`config.mk`:
```
export PLATFORM = sky130hd
export DESIGN_NAME = card_access_list_unit
export DESIGN_NICKNAME = d
export VERILOG_FILES = /design/src/cal_pkg.sv /design/src/cal_cell.sv /design/src/cal_ring.sv /design/src/cal_ctrl.sv /design/src/card_access_list_unit.sv
export SDC_FILE = /design/constraint.sdc
export NUM_CORES = 1
export LEC_CHECK = 0
export ABC_AREA = 0
export BUFFER_PORTS_ARGS = -buffer_cell sky130_fd_sc_hd__buf_2
export CORE_AREA = 2 2 279 281
export CTS_BUF_LIST = sky130_fd_sc_hd__clkbuf_4
export DETAILED_ROUTE_END_ITERATION = 10
export DIE_AREA = 0 0 281 283
export HOLD_SLACK_MARGIN = 0.1
export PLACE_DENSITY = 0.67
export SLEW_MARGIN = 20
export SYNTH_ARGS = -nofsm -noshare
export SYNTH_HDL_FRONTEND = slang
export SYNTH_SLANG_ARGS = --single-unit
```
`constraint.sdc`:
```
create_clock -name clk -period 39.3 [get_ports clk]
set_clock_uncertainty 0.1 [all_clocks]
set_input_delay 11.79 -clock clk [delete_from_list [all_inputs] [get_ports clk]]
set_output_delay 11.79 -clock clk [all_outputs]
set_load 0.01 [all_outputs]
```
`src/cal_pkg.sv`:
```
`default_nettype none
package cal_pkg;

  localparam int unsigned CAL_MAX_CARDS = 32;
  localparam int unsigned UID_W         = 32;

  localparam logic [1:0] OP_MATCH  = 2'd0;
  localparam logic [1:0] OP_ADD    = 2'd1;
  localparam logic [1:0] OP_REMOVE = 2'd2;
  localparam logic [1:0] OP_READ   = 2'd3;

  localparam logic [1:0] KIND_NONE     = 2'd0;
  localparam logic [1:0] KIND_ADMIN    = 2'd1;
  localparam logic [1:0] KIND_APPROVED = 2'd2;

  localparam logic [7:0] ADMIN_UNSET_BYTE = 8'hFF;

  typedef struct packed {
    logic [1:0]       op;
    logic [UID_W-1:0] uid;
    logic [4:0]       entry_index;
  } cal_req_t;

  typedef struct packed {
    logic             ok;
    logic [1:0]       match_kind;
    logic [4:0]       match_index;
    logic [5:0]       card_count;
    logic [UID_W-1:0] entry_uid;
    logic             list_full;
  } cal_rsp_t;

  // Ring control from the sequencer to the cell chain.
  typedef struct packed {
    logic             shift;
    logic             sub_sel;
    logic [UID_W-1:0] sub_data;
  } cal_ring_ctl_t;

  typedef enum logic [1:0] {
    ST_IDLE,
    ST_SCAN,
    ST_DECIDE,
    ST_UPDATE
  } cal_state_t;

endpackage
`default_nettype wire

```
`src/cal_cell.sv`:
```
`default_nettype none
module cal_cell
  import cal_pkg::*;
(
  input  wire logic             clk,
  input  wire logic             shift,
  input  wire logic [UID_W-1:0] d,
  output logic      [UID_W-1:0] q
);

  logic [UID_W-1:0] id_reg;

  always_ff @(posedge clk) begin
    if (shift) begin
      id_reg <= d;
    end
  end

  assign q = id_reg;

endmodule
`default_nettype wire

```
`src/cal_ring.sv`:
```
`default_nettype none
module cal_ring
  import cal_pkg::*;
#(
  parameter int unsigned MAX_CARDS = CAL_MAX_CARDS
) (
  input  wire logic             clk,
  input  wire cal_ring_ctl_t    ctl,
  output logic      [UID_W-1:0] head
);

  logic [UID_W-1:0] cell_q [MAX_CARDS];
  logic [UID_W-1:0] cell_d [MAX_CARDS];

  // Each cell takes its upper neighbor; the head wraps to the tail, or the
  // substitute value goes in its place.
  for (genvar i = 0; i < MAX_CARDS; i++) begin : g_cell
    if (i == MAX_CARDS - 1) begin : g_tail
      assign cell_d[i] = ctl.sub_sel ? ctl.sub_data : cell_q[0];
    end else begin : g_body
      assign cell_d[i] = cell_q[i+1];
    end

    cal_cell u_cell (
      .clk   (clk),
      .shift (ctl.shift),
      .d     (cell_d[i]),
      .q     (cell_q[i])
    );
  end

  assign head = cell_q[0];

endmodule
`default_nettype wire

```
`src/cal_ctrl.sv`:
```
`default_nettype none
module cal_ctrl
  import cal_pkg::*;
#(
  parameter int unsigned MAX_CARDS = CAL_MAX_CARDS
) (
  input  wire logic             clk,
  input  wire logic             rst,
  input  wire logic             start,
  output logic                  busy,
  input  wire cal_req_t         req,
  input  wire logic [UID_W-1:0] head,
  output cal_ring_ctl_t         ring_ctl,
  output logic                  done,
  output cal_rsp_t              rsp
);

  localparam int unsigned KW = $clog2(MAX_CARDS);
  localparam int unsigned CW = $clog2(MAX_CARDS + 1);
  localparam int unsigned IW = (CW > 5) ? CW : 5;

  cal_state_t       state, state_next;
  cal_req_t         cmd;
  logic [KW-1:0]    k;
  logic [CW-1:0]    count;
  logic [CW-1:0]    count_next;
  logic [UID_W-1:0] admin_id;
  logic [UID_W-1:0] admin_next;
  logic             hit;
  logic [KW-1:0]    pos;
  logic [UID_W-1:0] last_id;
  logic [UID_W-1:0] rd_id;
  logic [KW-1:0]    target;
  logic [UID_W-1:0] sub_id;

  logic             k_last;
  logic             k_valid;
  logic             admin_hit;
  logic             idx_valid;
  logic             dec_upd;
  logic [KW-1:0]    dec_target;
  logic [UID_W-1:0] dec_data;
  cal_rsp_t         dec_rsp;

  assign k_last    = (k == KW'(MAX_CARDS - 1));
  assign k_valid   = (CW'(k) < count);
  assign admin_hit = (admin_id == cmd.uid);
  assign idx_valid = (IW'(cmd.entry_index) < IW'(count));

  always_comb begin
    state_next = state;
    case (state)
      ST_IDLE:   if (start) state_next = ST_SCAN;
      ST_SCAN:   if (k_last) state_next = ST_DECIDE;
      ST_DECIDE: state_next = dec_upd ? ST_UPDATE : ST_IDLE;
      ST_UPDATE: if (k_last) state_next = ST_IDLE;
      default:   state_next = ST_IDLE;
    endcase
  end

  always_comb begin
    busy              = (state != ST_IDLE);
    ring_ctl.shift    = (state == ST_SCAN) || (state == ST_UPDATE);
    ring_ctl.sub_sel  = (state == ST_UPDATE) && (k == target);
    ring_ctl.sub_data = sub_id;
  end

  // Outcome of a request once the scan has seen every entry.
  always_comb begin
    dec_rsp    = '0;
    dec_upd    = 1'b0;
    dec_target = pos;
    dec_data   = last_id;
    count_next = count;
    admin_next = admin_id;
    case (cmd.op)
      OP_MATCH: begin
        if (admin_hit) begin
          dec_rsp.ok         = 1'b1;
          dec_rsp.match_kind = KIND_ADMIN;
        end else if (hit) begin
          dec_rsp.ok          = 1'b1;
          dec_rsp.match_kind  = KIND_APPROVED;
          dec_rsp.match_index = 5'(pos);
        end
      end
      OP_ADD: begin
        if (admin_id[7:0] == ADMIN_UNSET_BYTE) begin
          admin_next = cmd.uid;
          dec_rsp.ok = 1'b1;
        end else if (admin_hit || hit) begin
          dec_rsp.ok = 1'b0;
        end else if (count == CW'(MAX_CARDS)) begin
          dec_rsp.list_full = 1'b1;
        end else begin
          dec_upd    = 1'b1;
          dec_target = KW'(count);
          dec_data   = cmd.uid;
          count_next = count + CW'(1);
          dec_rsp.ok = 1'b1;
        end
      end
      OP_REMOVE: begin
        // Move the last entry into the freed slot.
        if (!admin_hit && hit) begin
          dec_upd    = 1'b1;
          count_next = count - CW'(1);
          dec_rsp.ok = 1'b1;
        end
      end
      OP_READ: begin
        if (idx_valid) begin
          dec_rsp.ok        = 1'b1;
          dec_rsp.entry_uid = rd_id;
        end
      end
      default: dec_rsp = '0;
    endcase
    dec_rsp.card_count = 6'(count_next);
  end

  always_ff @(posedge clk) begin
    if (rst) begin
      state    <= ST_IDLE;
      count    <= '0;
      admin_id <= '1;
      done     <= 1'b0;
      k        <= '0;
    end else begin
      state <= state_next;
      done  <= ((state == ST_DECIDE) && !dec_upd) || ((state == ST_UPDATE) && k_last);
      if (ring_ctl.shift) begin
        k <= k_last ? '0 : k + KW'(1);
      end
      if (state == ST_DECIDE) begin
        count    <= count_next;
        admin_id <= admin_next;
      end
    end
  end

  always_ff @(posedge clk) begin
    case (state)
      ST_IDLE: begin
        if (start) begin
          cmd     <= req;
          hit     <= 1'b0;
          pos     <= '0;
          last_id <= '0;
          rd_id   <= '0;
        end
      end
      ST_SCAN: begin
        // Head holds entry k; keep only the first hit.
        if (k_valid && !hit && (head == cmd.uid)) begin
          hit <= 1'b1;
          pos <= k;
        end
        if ((CW'(k) + CW'(1)) == count) begin
          last_id <= head;
        end
        if (k_valid && (IW'(k) == IW'(cmd.entry_index))) begin
          rd_id <= head;
        end
      end
      ST_DECIDE: begin
        rsp    <= dec_rsp;
        target <= dec_target;
        sub_id <= dec_data;
      end
      default: begin
      end
    endcase
  end

endmodule
`default_nettype wire

```
`src/card_access_list_unit.sv`:
```
// Card access list: one admin ID plus a list of up to MAX_CARDS approved IDs
// held in a ring of cells that rotates one entry per cycle while a request is
// scanned or updated. A request is taken when start is high and busy is low.
// Match, read, an add that sets the admin and any refused add or remove make
// one full turn of the ring, then a decision state, then the result. An add
// that appends or a remove that frees a slot takes a second turn after the
// decision. The result is on rsp while done is high for exactly one cycle,
// and busy is already low in that cycle. The receiver cannot stall it and
// must capture it in that cycle.
`default_nettype none
module card_access_list_unit
  import cal_pkg::*;
#(
  parameter int unsigned MAX_CARDS = CAL_MAX_CARDS
) (
  input  wire logic     clk,
  input  wire logic     rst,
  input  wire logic     start,
  output logic          busy,
  input  wire cal_req_t req,
  output logic          done,
  output cal_rsp_t      rsp
);

  cal_ring_ctl_t    ring_ctl;
  logic [UID_W-1:0] head;

  cal_ctrl #(
    .MAX_CARDS (MAX_CARDS)
  ) u_ctrl (
    .clk      (clk),
    .rst      (rst),
    .start    (start),
    .busy     (busy),
    .req      (req),
    .head     (head),
    .ring_ctl (ring_ctl),
    .done     (done),
    .rsp      (rsp)
  );

  cal_ring #(
    .MAX_CARDS (MAX_CARDS)
  ) u_ring (
    .clk  (clk),
    .ctl  (ring_ctl),
    .head (head)
  );

endmodule
`default_nettype wire

```
==> metrics <==
status complete, no violations; ys flop type edfxtp_1; Hold Vio Cnt, Final 0; Yosys cell types 60; synthesized area 41600 sq um; Antenna Nets Post-Route 0; Max IR drop VDD 36.4 uV; Post-synth ARST share 0; Max Slew Vio Count 0; Final min period 14.28 ns; total grt overflow 0; Nets 2290; synth warn 0; sw frac 0.208; # setup viols final 0; DR vias 17.8k; Hold Path Class reg -> reg; initial antenna violation count 5; hold_sp u_ring.g_cell[27].u_cell.q[17]$_DFFE_PP_; cells on worst reg2reg path 5; footprint of the multi-input gates 3930 sq um; postcts setup bufs 0; area grow syn2layout 13.4%; Comb power frac 0.024; DIE WIDTH 281 um; # fillers 5348; clock tree from TritonCTS done; max_slew headroom 0.275; IO buf count 90; Int Power 2.13 mW; vias per cell 5.12; DP HPWL 36.5 mm; vias in the first global route 17.9k; Reg clk slew, reported paths 0.06 ns; max frequency 70.0 MHz; switching power 0.560 mW; final period utilization 0.363; total die area 79500 sq um; H-tree level count 5; worst skew pair latency 1.07 ns; WS Path Type reg -> out; Max stage delay on crit path 1.01 ns; Worst Setup SP u_ctrl.state[0]$_SDFFE_PP0P_; Least-Margin Pin Slew 1.09 ns; Tot Pwr 2.69 mW; Final Wtd Congestion 0.770; P per Cell Area 57.0 nW/um^2; first-pass GRT wire length 104 mm; post-synthesis sequential area ratio 0.901; root buffer cell clkbuf_4; post_cts resized 0; Reg area 37500 sq um; TritonCTS Buffers 321; clock share of power 0.382; most frequent cells in the layout 1217 x edfxtp_1, 445 x clkbuf_4, 90 x buf_2, 75 x and2_1, 69 x xor2_1; CP max-delay cell dfxtp_4; sequential power share 0.594; standard-cell rows 102; largest net degree at the start of global routing 221; worst-path cell chain nor2_1 -> inv_1 -> buf_2; Worst Hold Depth 0; worst path required time 27.41 ns; CP max FO 79; DIE HEIGHT 283 um; Initial DRT Pass Iterations 5; clock net sink count 1263; FF+latch count, synth 1263; Syn Nets 1901; Synth Area per Inst 22.6 sq um; share of layout cells above drive strength 1 0.266; drt total wl 68.8 mm; Post-Synthesis Cells 1840; post-route setup TNS 0 ns; Max Cap Viol 0; Initial Util 0.542; Crit. End Element output pin; startpoint types register; CORE AREA 76700 sq um; Util after Layout 0.615; CP arrival 2.39 ns; Post-synth EDFFs 1217; Iter 0 DRT Violations 1564; overall routing resource usage 0.174; P_leak 16.3 nW; leading cell type in the layout, fill and taps excluded edfxtp_1; RSZ-0062 raised after global routing false; wire per inst 19.8 um; Longest Clk Path Bufs 4; cts hold-fix bufs 0; RR Startpoint u_ctrl.state[0]$_SDFFE_PP0P_; DR DRC count 0; # IOs 91
## power by group through the flow
stage | clock network (mW) | registers (mW) | logic, mW
after floorplan | 0 | 1.71 | 0.0441
after global placement | 0 | 1.62 | 0.0630
after global routing | 1.14 | 1.60 | 0.0718
after CTS | 1.07 | 1.60 | 0.0650
after detailed placement | 0 | 1.63 | 0.0652
final | 1.03 | 1.60 | 0.0652
## stage by stage
stage	setup slack [ns]	hold slack, ns	cells	instance area [sq um]
after floorplan	9.25	0.300	1840	41600
after global placement	25.94	0.301	2943	43400
after detailed placement	25.87	0.305	2943	43400
after CTS	24.84	0.230	3462	47100
after global routing	24.77	0.264	3470	47200
final	25.02	0.257	3471	47200
## sequential cells by signal, summed over array words and instances (netlist names)
name,count
u_ctrl.rd_id,32
u_ctrl.target,5
u_ctrl.done,1
u_ctrl.sub_id,32
u_ctrl.pos,5
u_ctrl.k,5
u_ctrl.cmd,39
u_ctrl.count,6
u_ring.g_cell.u_cell.q,1024
u_ctrl.rsp,47
u_ctrl.admin_id,32
u_ctrl.last_id,32
u_ctrl.state,2
u_ctrl.hit,1
## worst max-delay path, delay by kind of cell (launching register included)
| family | cells | cell delay [ns] |
|---|---|---|
| buffers and inverters | 2 | 0.21 |
| AND/OR/NAND/NOR | 1 | 0.13 |
| flip-flops | 1 | 1.01 |
## kinds of logic (layout without fill, tap and decap cells)
| kind of cell | count (synthesis) | count (layout) | synth area share |
|---|---|---|---|
| flops | 1263 | 1263 | 0.901 |
| simple gates | 270 | 270 | 0.0362 |
| compound gates | 79 | 79 | 0.0132 |
| xor+xnor | 79 | 79 | 0.0166 |
| mux | 70 | 70 | 0.0213 |
| buf+inv | 60 | 645 | 0.00638 |
| fa+ha+maj | 19 | 19 | 0.00571 |
| other cells | 0 | 6 | 0 |
## final cells by class
class,count,share of cell area
inverter,19,0.00151
timing repair buffer,107,0.0143
clock buffer,445,0.0708
clock inverter,74,0.00830
antenna,6,0.000318
sequential,1263,0.794
multi-input combinational,517,0.0833
tap,1040,0.0276
## cells in the mapped netlist (4+ instances only)
cell type  instances  area, sq um
clkbuf_1          30          113
nor4_1            16          100
a41oi_1            4         35.0
buf_2              5         25.0
buf_6              4         45.0
nand3b_1          26          195
nand2_1           66          248
edfxtp_1        1217        36500
nor3_1            15         75.1
inv_1             18         67.6
a32o_1             4         40.0
a21oi_1           15         75.1
nand3_1            9         45.0
xor2_1            69          604
mux2_4            27          405
dfxtp_1           46          921
and2_1            75          469
o21ai_0           17         85.1
o211ai_1           4         30.0
ha_1              19          238
nand2b_1          14         87.6
xnor2_1           10         87.6
nand4_1           13         81.3
mux2_2            39          439
and3_1             6         37.5
nor2_1            17         63.8
## metal layers
layer / wire, um / part of all wire / up-vias / track usage
met1: 32700 / 0.48 / 8989 / 0.266
li1: - / - / 8142 / -
met4: 1710 / 0.025 / 0 / 0.0805
met3: 3970 / 0.058 / 130 / 0.0454
met5: 0 / 0 / - / 0
met2: 30400 / 0.44 / 515 / 0.238
## final timing paths
check | end | slack (ns)
worst max-delay path | busy | 25.02
worst min-delay path | u_ring.g_cell[26].u_cell.q[17]$_DFFE_PP_ | 0.26
worst max register to register | u_ring.g_cell[7].u_cell.q[11]$_DFFE_PP_ | 35.02
worst min register to register | u_ring.g_cell[26].u_cell.q[17]$_DFFE_PP_ | 0.26
No activity file was read; power rests on OpenSTA's default activity.
